### src/rtl/core/lcpu_pkg.sv
// Package: shared widths, item structs, gate approximation and rounding functions.
`default_nettype none
package lcpu_pkg;

  localparam int UNIT_W        = 10;
  localparam int VAL_W         = 16;
  localparam int GATE_W        = 13;   // sigmoid result 0..4096
  localparam int TANH_W        = 14;   // tanh result -4096..4096
  localparam int ACC_W         = 30;
  localparam int DEFAULT_UNITS = 1024;
  localparam int IN_TDATA_W    = 80;   // 74 bits of fields, padded to bytes
  localparam int OUT_TDATA_W   = 48;   // 42 bits of fields, padded to bytes

  typedef struct packed {
    logic                    valid;
    logic [UNIT_W-1:0]       unit;
    logic signed [VAL_W-1:0] cell_val;
    logic [GATE_W-1:0]       og;
  } cell_item_t;

  typedef struct packed {
    logic                    valid;
    logic [UNIT_W-1:0]       unit;
    logic signed [VAL_W-1:0] cell_val;
    logic signed [VAL_W-1:0] hidden;
  } result_t;

  // Piecewise-linear sigmoid on a Q12 value of up to 17 bits.
  function automatic logic [GATE_W-1:0] plan_sigmoid(input logic signed [16:0] x);
    logic signed [17:0] xe;
    logic [17:0]        a;
    logic [GATE_W-1:0]  y;
    xe = 18'(x);
    a  = xe[17] ? 18'(-xe) : 18'(xe);
    if (a >= 18'd20480) begin
      y = 13'd4096;
    end else if (a >= 18'd9728) begin
      y = 13'(a >> 5) + 13'd3456;
    end else if (a >= 18'd4096) begin
      y = 13'(a >> 3) + 13'd2560;
    end else begin
      y = 13'(a >> 2) + 13'd2048;
    end
    return x[16] ? 13'd4096 - y : y;
  endfunction

  function automatic logic [GATE_W-1:0] gate_sigmoid(input logic signed [VAL_W-1:0] x);
    return plan_sigmoid({x[VAL_W-1], x});
  endfunction

  // tanh(x) = 2*sigmoid(2x) - 1
  function automatic logic signed [TANH_W-1:0] approx_tanh(input logic signed [VAL_W-1:0] x);
    logic [GATE_W-1:0]  s;
    logic signed [14:0] t;
    s = plan_sigmoid({x, 1'b0});
    t = $signed({1'b0, s, 1'b0}) - 15'sd4096;
    return t[TANH_W-1:0];
  endfunction

  // Q6.24 to Q4.12, round half up, saturate to 16 bits.
  function automatic logic signed [VAL_W-1:0] round_sat(input logic signed [ACC_W-1:0] acc);
    logic signed [ACC_W-1:0] t;
    logic signed [ACC_W-1:0] sh;
    logic signed [17:0]      r;
    t  = acc + 30'sd2048;
    sh = t >>> 12;
    r  = sh[17:0];
    if (r > 18'sd32767) begin
      return 16'sh7fff;
    end else if (r < -18'sd32768) begin
      return 16'sh8000;
    end
    return r[VAL_W-1:0];
  endfunction

endpackage
`default_nettype wire

### src/rtl/core/lcpu_out_buf.sv
// Output register with skid entry; pipeline advances while the skid is empty.
`default_nettype none
module lcpu_out_buf (
  input  logic              clk,
  input  logic              rst,
  input  lcpu_pkg::result_t result,
  output logic              en,
  output logic              out_valid,
  input  logic              out_ready,
  output lcpu_pkg::result_t out_item
);
  import lcpu_pkg::*;

  logic    skid_valid;
  result_t skid;

  assign en = !skid_valid;

  always_ff @(posedge clk) begin
    if (rst) begin
      out_valid  <= 1'b0;
      skid_valid <= 1'b0;
    end else if (skid_valid) begin
      if (out_ready) begin
        skid_valid <= 1'b0;
      end
    end else if (!out_valid || out_ready) begin
      out_valid <= result.valid;
    end else if (result.valid) begin
      skid_valid <= 1'b1;
    end
  end

  always_ff @(posedge clk) begin
    if (skid_valid) begin
      if (out_ready) begin
        out_item <= skid;
      end
    end else if (!out_valid || out_ready) begin
      out_item <= result;
    end else begin
      skid <= result;
    end
  end

endmodule
`default_nettype wire

### config.mk
export PLATFORM = sky130hd
export DESIGN_NAME = lcpu_out_buf
export DESIGN_NICKNAME = d
export VERILOG_FILES = /design/src/rtl/core/lcpu_pkg.sv /design/src/rtl/core/lcpu_out_buf.sv
export SDC_FILE = /design/constraint.sdc
export NUM_CORES = 1
export LEC_CHECK = 0
export BUFFER_PORTS_ARGS = -buffer_cell sky130_fd_sc_hd__buf_2
export CAP_MARGIN = 20
export CORE_MARGIN = 2
export CORE_UTILIZATION = 45
export CTS_BUF_LIST = sky130_fd_sc_hd__clkbuf_2
export CTS_CLUSTER_DIAMETER = 80
export CTS_CLUSTER_SIZE = 8
export DETAILED_ROUTE_END_ITERATION = 8
export HOLD_SLACK_MARGIN = 0.12
export PLACE_DENSITY = 0.81
export SLEW_MARGIN = 25
export SYNTH_ARGS = -nofsm -noshare
export SYNTH_HDL_FRONTEND = slang
export SYNTH_SLANG_ARGS = --single-unit
### constraint.sdc
create_clock -name clk -period 9.95 [get_ports clk]
set_input_delay 1.99 -clock clk [delete_from_list [all_inputs] [get_ports clk]]
set_output_delay 1.99 -clock clk [all_outputs]
set_load 0.005 [all_outputs]
==> summary.txt <==
Placement
  • PortBufs: 90
  • HPWL Detailed: ~3500 microns
  • GPL Wtd Cong: between 0.6 and 0.7
  • Placed cells: 332
  • Setup slack at placement: 6.82 ns

Finish
  • Commonest non-fill, non-tap cells in the layout: buf_2, edfxtp_1, mux2_4
  • Fin nets: 290
  • Fillers: 588
  • Layout area overhead: 19.8%
  • Share of cells above drive strength 1: 61.3%
  • Final non-filler cell total: 347
  • Utilization after layout: 55.9%
  • Most common cell after layout, fill and taps aside: buf_2
  • Ant diodes: 0

Clocking
  • Clock root cell: clkbuf_2
  • Number of hold buffers added after cts: 0
  • H-tree depth: 3
  • Post-cts resize count: 0
  • CTS tree: yes
  • CTS buffer count: 9
  • Worst-skew pair later-pin latency: 0.50 ns
  • Maximum clock insertion buffer count: 2
  • Sink count of the clock tree: 88
  • Post-CTS Setup Bufs: 0
  • Reg clk slew, reported paths: 0.19 ns

Yosys
  • Yosys reg bits: 88
  • Register area share after synthesis: 77.5%
  • Syn Nets: 193
  • Avg Inst Size Synth: 23.0 sq um
  • Warnings from Yosys: 0
  • Mapped Cells: about 150
  • Post-Syn Area: roughly 3400 sq um
  • Yosys cell types: 14

Global routing
  • Tot GR Track Use: 12.7%
  • First-pass GRT wire length: 7880 microns
  • Largest net degree at the start of global routing: 51
  • Vias in the first global route: 1610
  • Number of antenna violations at the first check in global routing: 0
  • Grt ovf: 0

Pwr
  • Power Total: 692 uW
  • Combinational power share: 8.5%
  • Leakage power: 0.00161 uW
  • P per Cell Area: 171 nW/um^2
  • Reg power frac: 64.0%
  • Clock power frac: 27.5%
  • Net switching power: approximately 140 uW
  • Internal: 553 uW
  • Worst VDD drop: roughly 0.08 mV
  • Switching Share: 20.0%

Route
  • TritonRoute pass-1 iters: 3
  • DR vias/cell: around 4.6
  • Post-route ant nets: 0
  • Via count: 1593
  • Initial DRC Count: 113
  • # DRC: 0
  • Routed WL per cell: 14.6 microns
  • Drt total wl: slightly above 5000 microns

Setup path
  • Worst R2R Setup Slack: 8.24 ns
  • Worst-path fanout max: 50
  • Worst Setup End Kind: primary output
  • Buffers plus inverters on the worst setup path: 2
  • Crit start category: flip-flop
  • Slowest CP cell: dfxtp_4
  • CP top delay family: flip-flops
  • Worst-path cell chain: inv_1 -> buf_2
  • WP data arrival: between 1.5 and 2 ns
  • Kind of critical path: flip-flop to primary output
  • CP peak stage delay: roughly 0.94 ns
  • Critical path required time: 7.96 ns

STA
  • Pins Over Slew Limit: 0
  • Fmax: 275 MHz
  • Final min period: 3.64 ns
  • Fin worst setup slack: 6.31 ns
  • Worst-Margin Slew: 0.849 ns
  • Endpoints failing setup: 0
  • Fin crit share: 36.6%
  • Slew headroom: 43.4%
  • Final Hold Viols: 0
  • Skew final: 0.0221 ns
  • Total negative setup slack: 0 ns
  • RSZ-0062 raised after global routing: false

Die
  • Die Span X: 90.7 microns
  • Initial Utilization: 46.6%
  • Num ports: 91
  • Row count: 31
  • Die area: 8230 sq um
  • Core area: between 7000 and 8000 sq um
  • Die height: 90.7 microns

Run status
  • Outcome: completed

Worst hold path
  • Min-delay worst type: flip-flop to flip-flop

Run
  • Max_cap viols: 0
## Yosys cell counts (all sizes together)
cell	number	area [sq um]
edfxtp	86	2580
mux2	42	631
buf	6	67.6
dfxtp	2	40.0
inv	2	7.51
a21oi	1	5.00
nand2	1	3.75
nand2b	1	6.26
nor2b	1	6.26
nor3	1	5.00
nor3b	1	7.51
o21ai	1	5.00
o21bai	1	7.51
o32ai	1	8.76
## metrics by stage
stage / instance area (sq um) / hold WS (ns)
after floorplan: 3380 / 0.500
after global placement: 3930 / 0.513
after detailed placement: 3930 / 0.534
after CTS: 4050 / 0.564
after global routing: 4050 / 0.592
final: 4050 / 0.558
## state kept, by name, indices dropped and copies added, names as in the netlist
register,cells
skid,43
out_item,43
skid_valid,1
out_valid,1
## layer usage
layer	global-route usage (%)	vias up	share of wire [%]
met5	0	-	0
li1	-	772	-
met3	3.17	13	4.8
met2	19.5	49	49
met1	15.6	759	42
met4	9.36	0	3.4
## cell type report
class	count	area (sq um)	share of cell area, %
repair buffers	92	465	11.5
clock inverters	3	67.6	1.67
clock buffers	12	60.1	1.48
inverters	2	7.51	0.185
multi-input cells	51	702	17.3
flip-flops and latches	88	2630	64.8
well taps	99	124	3.06
## kinds of logic after synthesis
| kind of cell | after synthesis | share of synthesized area (%) |
|---|---|---|
| multiplexers | 42 | 18.6 |
| AO/OA/AOI/OAI | 4 | 0.776 |
| flip-flops | 88 | 77.5 |
| AND/OR/NAND/NOR | 5 | 0.851 |
| buffers and inverters | 8 | 2.22 |
## power groups by stage
stage	Sequential [uW]	Combinational (uW)	Clock [uW]
after detailed placement	452	59.7	0
after CTS	443	59.9	199
after global routing	446	63.6	209
after global placement	451	58.5	0
after floorplan	452	28.2	0
final	443	58.7	190
## final timing paths
kind | depth (start not counted) | startpoint | to
max | 2 | skid_valid$_SDFF_PP0_ | en
min | 1 | skid[40]$_DFFE_PP_ | out_item[40]$_DFFE_PP_
max reg2reg | 2 | skid_valid$_SDFF_PP0_ | skid[40]$_DFFE_PP_
min reg2reg | 1 | skid[40]$_DFFE_PP_ | out_item[40]$_DFFE_PP_
Power figures use the tool's default switching activity.
