### config.mk
export PLATFORM = sky130hd
export DESIGN_NAME = lcpu_hidden_path
export DESIGN_NICKNAME = d
export VERILOG_FILES = /design/src/rtl/core/lcpu_pkg.sv /design/src/rtl/core/lcpu_hidden_path.sv
export SDC_FILE = /design/constraint.sdc
export NUM_CORES = 1
export LEC_CHECK = 0
export BUFFER_PORTS_ARGS = -buffer_cell sky130_fd_sc_hd__buf_2
export CAP_MARGIN = 25
export CORE_MARGIN = 2
export CORE_UTILIZATION = 35
export DETAILED_ROUTE_END_ITERATION = 16
export MAX_ROUTING_LAYER = met4
export SKIP_LAST_GASP = 1
export SLEW_MARGIN = 25
export SYNTH_ARGS = -nofsm -noshare
export SYNTH_HDL_FRONTEND = slang
export SYNTH_SLANG_ARGS = --single-unit
### constraint.sdc
create_clock -name clk -period 5.9 [get_ports clk]
set_input_delay 0.59 -clock clk [delete_from_list [all_inputs] [get_ports clk]]
set_output_delay 0.59 -clock clk [all_outputs]
set_load 0.005 [all_outputs]
### src/rtl/core/lcpu_pkg.sv
// Package: shared widths, item structs, gate approximation and rounding functions.
`default_nettype none
package lcpu_pkg;

  localparam int UNIT_W        = 10;
  localparam int VAL_W         = 16;
  localparam int GATE_W        = 13;   // sigmoid result 0..4096
  localparam int TANH_W        = 14;   // tanh result -4096..4096
  localparam int ACC_W         = 30;
  localparam int DEFAULT_UNITS = 1024;
  localparam int IN_TDATA_W    = 80;   // 74 bits of fields, padded to bytes
  localparam int OUT_TDATA_W   = 48;   // 42 bits of fields, padded to bytes

  typedef struct packed {
    logic                    valid;
    logic [UNIT_W-1:0]       unit;
    logic signed [VAL_W-1:0] cell_val;
    logic [GATE_W-1:0]       og;
  } cell_item_t;

  typedef struct packed {
    logic                    valid;
    logic [UNIT_W-1:0]       unit;
    logic signed [VAL_W-1:0] cell_val;
    logic signed [VAL_W-1:0] hidden;
  } result_t;

  // Piecewise-linear sigmoid on a Q12 value of up to 17 bits.
  function automatic logic [GATE_W-1:0] plan_sigmoid(input logic signed [16:0] x);
    logic signed [17:0] xe;
    logic [17:0]        a;
    logic [GATE_W-1:0]  y;
    xe = 18'(x);
    a  = xe[17] ? 18'(-xe) : 18'(xe);
    if (a >= 18'd20480) begin
      y = 13'd4096;
    end else if (a >= 18'd9728) begin
      y = 13'(a >> 5) + 13'd3456;
    end else if (a >= 18'd4096) begin
      y = 13'(a >> 3) + 13'd2560;
    end else begin
      y = 13'(a >> 2) + 13'd2048;
    end
    return x[16] ? 13'd4096 - y : y;
  endfunction

  function automatic logic [GATE_W-1:0] gate_sigmoid(input logic signed [VAL_W-1:0] x);
    return plan_sigmoid({x[VAL_W-1], x});
  endfunction

  // tanh(x) = 2*sigmoid(2x) - 1
  function automatic logic signed [TANH_W-1:0] approx_tanh(input logic signed [VAL_W-1:0] x);
    logic [GATE_W-1:0]  s;
    logic signed [14:0] t;
    s = plan_sigmoid({x, 1'b0});
    t = $signed({1'b0, s, 1'b0}) - 15'sd4096;
    return t[TANH_W-1:0];
  endfunction

  // Q6.24 to Q4.12, round half up, saturate to 16 bits.
  function automatic logic signed [VAL_W-1:0] round_sat(input logic signed [ACC_W-1:0] acc);
    logic signed [ACC_W-1:0] t;
    logic signed [ACC_W-1:0] sh;
    logic signed [17:0]      r;
    t  = acc + 30'sd2048;
    sh = t >>> 12;
    r  = sh[17:0];
    if (r > 18'sd32767) begin
      return 16'sh7fff;
    end else if (r < -18'sd32768) begin
      return 16'sh8000;
    end
    return r[VAL_W-1:0];
  endfunction

endpackage
`default_nettype wire

### src/rtl/core/lcpu_hidden_path.sv
// Hidden path: tanh of the cell, output gate product, rounding.
`default_nettype none
module lcpu_hidden_path (
  input  logic                 clk,
  input  logic                 rst,
  input  logic                 en,
  input  lcpu_pkg::cell_item_t cell_item,
  output lcpu_pkg::result_t    result
);
  import lcpu_pkg::*;

  logic                     v4, v5;
  logic [UNIT_W-1:0]        unit4, unit5;
  logic signed [VAL_W-1:0]  cell4, cell5;
  logic [GATE_W-1:0]        og4;
  logic signed [TANH_W-1:0] th4;
  logic signed [27:0]       prod5;

  always_ff @(posedge clk) begin
    if (rst) begin
      v4 <= 1'b0;
      v5 <= 1'b0;
    end else if (en) begin
      v4 <= cell_item.valid;
      v5 <= v4;
    end
  end

  always_ff @(posedge clk) begin
    if (en) begin
      unit4 <= cell_item.unit;
      cell4 <= cell_item.cell_val;
      og4   <= cell_item.og;
      th4   <= approx_tanh(cell_item.cell_val);
      unit5 <= unit4;
      cell5 <= cell4;
      prod5 <= $signed({1'b0, og4}) * th4;
    end
  end

  assign result = '{valid: v5, unit: unit5, cell_val: cell5,
                    hidden: round_sat({{2{prod5[27]}}, prod5})};

endmodule
`default_nettype wire

==> impl_metrics.ini, run 1 <==
[setup_path]
required_ns = 6.00
cp.arrival_ns = 5.79
critPathLaunchType = flip-flop
path_max_fanout = 6
cpPeakStageDelay_ns = 0.53
cp_common_cell = fa_1
crit_path_end_kind = flip-flop
worstSetupPathType = reg -> reg
cp_slowest_cell = fa_1
crit_chain = buf_6 > and2_1 > fa_1 > fa_1 > fa_1 > fa_1 > fa_1 > ha_1 > ha_1 > a21o_1 > a21o_1 > a21oi_2 > nand2_1 > a41o_1 > nand2_2 > o21ai_2 > a31o_2 > a21oi_2 > xnor2_1

[finish]
post-route-util_pct = 40.7
final_common_cell = inv_1
final_cell_mix = inv_1, nand2_1, fa_1
layout-drive-gt1-share_pct = 17.7
stdcell_area_um2 = 12000
area_delta_synth_final_pct = 15.1
layout.nets = 1404
fill_cells = 2891

[global_route]
grt_pass1_vias = 7500
grt_overflow_total = 0
grt_pass1_wl_um = 36500
grt_max_degree = 81
antenna_found_initial = 2
grt_usage_pct = 14.9

[route]
vias = 7192
wl_per_cell_um = 14.0
viasPerCell = 4.69
drc = 0
drt_iter0_markers = 316
wl_um = 21500
antenna_left = 0
firstDrtPassIters = 7

[logic_synthesis]
synthArstFlopShare_pct = 0
synth_seq_area_share_pct = 27.7
ys_types = 71
syn_avg_cell_area_um2 = 10.2
synth-edff-count = 95
synth_nets = 1293
yosysWarnings = 0
synth_top_flop_cell = edfxtp_1
synth_cells = 1027
syn_area_um2 = 10500
ys_ff_latch = 97

[clock_tree]
cts_sinks = 97
cts_buffers = 9
htree_num_levels = 3
hold_buffers = 0
cts_root_buf = clkbuf_16
cts_tree = built
clk_latency_ns = 0.36
clkSlewWorstSetupHoldPaths_ns = 0.09
clock_path_buffers = 2

[sta]
max_slew.worst_pin.slew_ns = 0.748
fin_skew_ns = 0.0185
drv_slew = 0
hold_viol = 0
fmax_mhz = 176
setup_viol = 0
finalCriticalPeriod_ns = 5.69
period_share_pct = 96.4
slew_headroom_pct = 50.2

[die]
coreArea_um2 = 29600
start_util_pct = 35.4
die_w_um = 177
rows = 63
io_pins = 86
die_area_um2 = 31300
fp.dieH_um = 177

[place]
port_buffers = 85
globalplace.congestion = 0.874
placed_area_um2 = 11600
hpwl_um = 17800

[hold_path]
hold_class = in -> reg

[run_status]
status = completed

[flow_run]
max-cap-violations = 0
## worst max-delay path: cells and delay by family, from the launching register on
family,cells,cell delay (ns)
XOR/XNOR,1,0.07
AO/OA/AOI/OAI,7,1.17
buffers and inverters,1,0.18
AND/OR/NAND/NOR,3,0.28
flip-flops,1,0.51
adder cells (fa/ha/maj),7,3.20
## metal layers
layer,up-vias,routed length [um],GRT usage [%]
li1,3582,-,-
met1,3489,10100,18.8
met2,107,10600,25.5
met3,14,639,2.53
met4,0,214,2.48
met5,-,0,-
## state kept, by name, indices dropped and copies added, names as in the netlist
name   cells
prod5     17
cell4     16
cell5     16
og4       13
th4       13
unit4     10
unit5     10
v4         1
v5         1
## logic make-up after synthesis
kind of cell | count (synthesis) | share of synthesized area [%]
xor+xnor | 59 | 5.08
compound gates | 107 | 7.65
mux | 10 | 0.993
simple gates | 338 | 16.0
buf+inv | 193 | 7.27
flops | 97 | 27.7
fa+ha+maj | 223 | 35.3
## Yosys cell counts (5+ instances only)
cell        n  area [um2]
a211oi_1    5        37.5
a21o_1      6        45.0
a21oi_1    18        90.1
a31oi_1     5        31.3
and2_1     78         488
and3_1      8        50.1
buf_2       8        40.0
clkbuf_1   30         113
edfxtp_1   95        2850
fa_1      120        2400
ha_1      103        1290
inv_1     148         556
mux2i_1     7        70.1
nand2_1   141         529
nand2b_1   12        75.1
nand3_1    12        60.1
nand4_1     8        50.1
nor2_1     39         146
nor2b_1    10        62.6
nor3_1      8        40.0
o211ai_1    6        45.0
o21ai_0    26         130
or4_1       5        37.5
xnor2_1    37         324
xor2_1     20         175
## final cells by class
type	count	area, um2	area share (%)
timing repair buffer	144	890	7.39
sequential	97	2890	24.0
inverter	149	559	4.65
clock inverter	7	93.8	0.780
multi-input combinational	737	6880	57.2
antenna	2	5.00	0.0416
clock buffer	9	225	1.87
tap	390	488	4.05
## timing repair
action / in CTS / in global routing
gates resized for setup: 2 / 21
endpoints found under the setup margin: 1 / 5
buffers inserted: 3 / 4
pin swaps: 1 / 18
## path summary, 6_finish.rpt
check	start	end	slack, ns	depth (start not counted)
setup reg to reg	og4[4]$_DFFE_PP_	prod5[27]$_DFFE_PP_	0.21	19
setup / recovery	og4[4]$_DFFE_PP_	prod5[27]$_DFFE_PP_	0.21	19
hold / removal	rst	v5$_SDFFE_PP0P_	0.40	2
hold reg to reg	cell4[1]$_DFFE_PP_	cell5[1]$_DFFE_PP_	0.42	0
## per-stage QoR
step           std cells  setup WS, ns  setup TNS, ns  hold WS, ns
4_1_cts             1529       0.00506              0        0.385
3_3_place_gp        1510       -0.0211        -0.0211        0.400
5_1_grt             1535      -0.00600       -0.00600        0.396
3_5_place_dp        1510       -0.0663        -0.0663        0.406
2_1_floorplan       1027         0.145              0        0.400
6_report            1535         0.212              0        0.396
Power of run 1 is not shown: default switching activity piles up to over one toggle a cycle in this logic, so the estimate is an artifact.
==> run 2: changes to the inputs <==
Settings changed: CORE_MARGIN 2 to 1.5, GPL_TIMING_DRIVEN set to 0.
==> impl_metrics.ini, run 2 (synthesized netlist as in run 1, its figures left out) <==
[setup_path]
required_ns = 6.01
worstSetupPathType = reg -> reg
rrSetupSlack_ns = 0.14
cp_common_cell = fa_1
cpPeakStageDelay_ns = 0.59
path_max_fanout = 5
crit_chain = clkbuf_8 > buf_4 > and2_1 > fa_1 > fa_1 > fa_1 > fa_1 > fa_1 > ha_1 > ha_4 > a21o_1 > a21oi_2 > nand2_1 > a41o_1 > nand2_2 > o21ai_2 > a31o_2 > buf_4 > xor2_1
cp.arrival_ns = 5.87
path_delay_family = adder cells
critPathLaunchType = flip-flop
critPathBufInv = 3
cp_slowest_cell = fa_1
crit_path_end_kind = flip-flop
r2r_end = prod5[26]$_DFFE_PP_
r2r-start = og4[5]$_DFFE_PP_
r2r_cells = 19

[sta]
fmax_mhz = 174
period_share_pct = 97.7
fin_skew_ns = 0.00775
setup_viol = 0
slew_headroom_pct = 52.4
hold_viol = 0
max_slew.worst_pin.slew_ns = 0.709
drv_slew = 0
finalCriticalPeriod_ns = 5.76

[clock_tree]
hold_buffers = 0
cts_buffers = 9
cts_root_buf = clkbuf_16
htree_num_levels = 3
clk_latency_ns = 0.36
cts_tree = built
clkSlewWorstSetupHoldPaths_ns = 0.08
clock_path_buffers = 2
cts_sinks = 97

[route]
wl_per_cell_um = 14.9
vias = 7490
wl_um = 23100
antenna_left = 0
drc = 0
drt_iter0_markers = 374
viasPerCell = 4.82
firstDrtPassIters = 5

[die]
io_pins = 86
start_util_pct = 35.4
die_area_um2 = 30900
die_w_um = 176
coreArea_um2 = 29600
rows = 63
fp.dieH_um = 176

[finish]
layout-drive-gt1-share_pct = 20.2
reg_top3 = prod5 x17, cell4 x16, cell5 x16
fill_cells = 2878
register_area_um2 = 2890
regMostFlops = prod5
largest_register_ffs = 17
layoutNonFillerInstCount = 1553
area_delta_synth_final_pct = 18.4
final_cell_mix = inv_1, nand2_1, fa_1
multi_input_area_um2 = 7070
layout.nets = 1422
final_common_cell = inv_1

[hold_path]
whs_endpoint = v5$_SDFFE_PP0P_
hold_class = in -> reg
hp-start = rst
hold_depth = 2

[place]
placed_cells = 1503
globalplace.congestion = 0.874
hpwl_um = 18200
port_buffers = 85

[global_route]
grt_usage_pct = 16.3
grt_pass1_wl_um = 39000
antenna_found_initial = 2
grt_max_degree = 81
grt_overflow_total = 0
grt_pass1_vias = 7794

[run_status]
status = completed

[flow_run]
max-cap-violations = 0
## run 2: layout make-up
class                   instances  share of cell area [%]
multi-input cells             737                    57.1
flip-flops and latches         97                    23.4
repair buffers                121                    5.99
inverters                     149                    4.52
well taps                     390                    3.94
plain buffers                  41                    2.56
clock buffers                   9                    1.82
clock inverters                 7                   0.697
diodes                          2                  0.0404
## run 2: metal layers
layer / global-route usage (%) / vias up / wire length [um]
li1: - / 3628 / -
met2: 27.8 / 138 / 11600
met1: 20.2 / 3691 / 10400
met5: - / - / 0
met3: 2.42 / 33 / 675
met4: 3.88 / 0 / 494
## run 2: how the worst max path moves through the flow
stage                           to  depth (start not counted)         startpoint
2_1_floorplan  prod5[27]$_DFFE_PP_                         20   th4[7]$_DFFE_PP_
3_3_place_gp   prod5[27]$_DFFE_PP_                         18  th4[13]$_DFFE_PP_
3_5_place_dp   prod5[27]$_DFFE_PP_                         18  th4[13]$_DFFE_PP_
4_1_cts        prod5[27]$_DFFE_PP_                         22   og4[5]$_DFFE_PP_
5_1_grt        prod5[26]$_DFFE_PP_                         22   og4[7]$_DFFE_PP_
6_report       prod5[26]$_DFFE_PP_                         19   og4[5]$_DFFE_PP_
## run 2: worst reg2reg max path: cells and delay by family (launching register included)
family	cells	cell delay, ns
compound gates	5	0.90
buf+inv	3	0.49
flops	1	0.48
xor+xnor	1	0.13
simple gates	3	0.33
fa+ha+maj	7	3.19
## run 2: per-stage QoR
step	instance area (um2)	TNS [ns]	hold WS [ns]	worst slack, ns	util (%)
global placement	11400	-3.15	0.400	-0.685	38.5
global route	12400	-0.0405	0.387	-0.0156	41.9
detailed placement	11400	-3.54	0.405	-0.728	38.6
finish	12400	0	0.384	0.139	41.9
floorplan	10500	0	0.400	0.145	-
CTS	12100	0	0.382	0.000583	40.9
## run 2: repair_timing
action,4_1_cts,5_1_grt
pin swaps,5,32
setup buffers,23,12
gates resized for setup,54,50
endpoints found under the setup margin,11,5
Power of run 2 is left out for the same reason.
==> run 3: changes to the inputs <==
Clock period 5.9 ns to 4.6 ns, I/O delays scaled along.
==> impl_metrics.ini, run 3 (synthesized netlist as in run 1, its figures left out) <==
[global_route]
grt_pass1_wl_um = 39400
grt_usage_pct = 16.6
grt_overflow_total = 0
grt_max_degree = 81
antenna_found_initial = 1
grt_pass1_vias = 7803

[die]
start_util_pct = 35.4
die_area_um2 = 30900
io_pins = 86
rows = 63
coreArea_um2 = 29600
die_w_um = 176
fp.dieH_um = 176

[finish]
stdcell_area_um2 = 13000
layoutNonFillerInstCount = 1583
layout-drive-gt1-share_pct = 26.2
final_common_cell = inv_1
largest_register_ffs = 17
post-route-util_pct = 44.0
reg_top3 = prod5 x17, cell4 x16, cell5 x16
regMostFlops = prod5
final_cell_mix = inv_1, nand2_1, fa_1
area_delta_synth_final_pct = 24.3
layout.nets = 1453
fill_cells = 2834

[route]
vias = 7593
antenna_left = 0
firstDrtPassIters = 5
wl_per_cell_um = 15.3
viasPerCell = 4.80
drc = 0
wl_um = 24100
drt_iter0_markers = 332

[clock_tree]
cts_tree = built
clock_path_buffers = 2
clk_latency_ns = 0.37
cts_sinks = 97
clkSlewWorstSetupHoldPaths_ns = 0.08
cts_buffers = 9
hold_buffers = 0
cts_root_buf = clkbuf_16
htree_num_levels = 3

[run_status]
violations = negative setup slack
status = finished with violations

[sta]
drv_slew = 0
slew_headroom_pct = 58.3
worst_hold_slack_ns = 0.251
rsz0062_at_grt = yes
fmax_mhz = 178
fin_skew_ns = 0.0116
setup_viol = 17
hold_viol = 0
finalCriticalPeriod_ns = 5.60
max_slew.worst_pin.slew_ns = 0.623
period_share_pct = 122
fin_ws_ns = -1.00

[setup_path]
rrSetupSlack_ns = -1.00
cpPeakStageDelay_ns = 0.53
required_ns = 4.71
crit_chain = clkbuf_8 > and2_1 > fa_1 > inv_1 > fa_1 > inv_1 > ha_4 > ha_4 > fa_1 > ha_1 > ha_1 > and4_1 > a31o_2 > a21oi_4 > o211a_4 > o31ai_4 > a41o_1 > nand2_2 > o21ai_2 > a31o_4 > a21oi_2 > xnor2_1
cp.arrival_ns = 5.71
critPathLaunchType = flip-flop
path_delay_family = adder cells
critPathBufInv = 3
crit_path_end_kind = flip-flop
worstSetupPathType = reg -> reg
cp_slowest_cell = fa_1
path_max_fanout = 5
cp_common_cell = fa_1

[place]
port_buffers = 85
placed_cells = 1503
placed_area_um2 = 11800
globalplace.congestion = 0.892
hpwl_um = 18700

[hold_path]
hold_class = in -> reg

[flow_run]
max-cap-violations = 0
==> run 3: cell count changes in the layout (fill, tap and decap cells not counted), moves of 5 or more <==
cell and change:
and2_1 -5, clkbuf_8 +8, nand2_2 +5, ha_1 -7, buf_4 +20, buf_6 +7, and2_4 +5, nand2_1 -7
==> run 3: per-stage QoR <==
step | TNS (ns) | worst slack, ns
2_1_floorplan | -5.26 | -0.683
3_3_place_gp | -16.42 | -1.29
3_5_place_dp | -16.81 | -1.33
4_1_cts | -12.56 | -1.11
5_1_grt | -15.42 | -1.25
6_report | -11.95 | -1.00
==> run 3: area by class of cell <==
class | instances | area, um2 | area share [%]
Buffer | 40 | 369 | 2.84
Inverter | 149 | 559 | 4.30
Clock inverter | 7 | 93.8 | 0.722
Sequential cell | 97 | 2890 | 22.3
Tap cell | 390 | 488 | 3.76
Timing Repair Buffer | 153 | 1020 | 7.87
Clock buffer | 9 | 225 | 1.73
Multi-Input combinational cell | 737 | 7340 | 56.5
Antenna cell | 1 | 2.50 | 0.0193
==> run 3: layer usage <==
metal  share of wire [%]  GRT usage (%)
met2                  50           28.5
met3                 3.1           2.14
met1                  45           20.6
met5                   0              -
met4                 1.8           4.10
==> run 3: worst paths after layout <==
| kind | cells past startpoint | end | startpoint |
|---|---|---|---|
| max | 22 | prod5[27]$_DFFE_PP_ | th4[3]$_DFFE_PP_ |
| min | 2 | v5$_SDFFE_PP0P_ | rst |
| max reg2reg | 22 | prod5[27]$_DFFE_PP_ | th4[3]$_DFFE_PP_ |
| min reg2reg | 0 | cell5[4]$_DFFE_PP_ | cell4[4]$_DFFE_PP_ |
==> run 3: timing repair <==
| item | CTS | global route |
|---|---|---|
| setup buffers | 58 | 12 |
| cloned | 1 | 0 |
| endpoints found under the setup margin | 20 | 20 |
| resized for setup | 59 | 41 |
| pin swaps | 50 | 46 |
Power of run 3 is left out for the same reason.
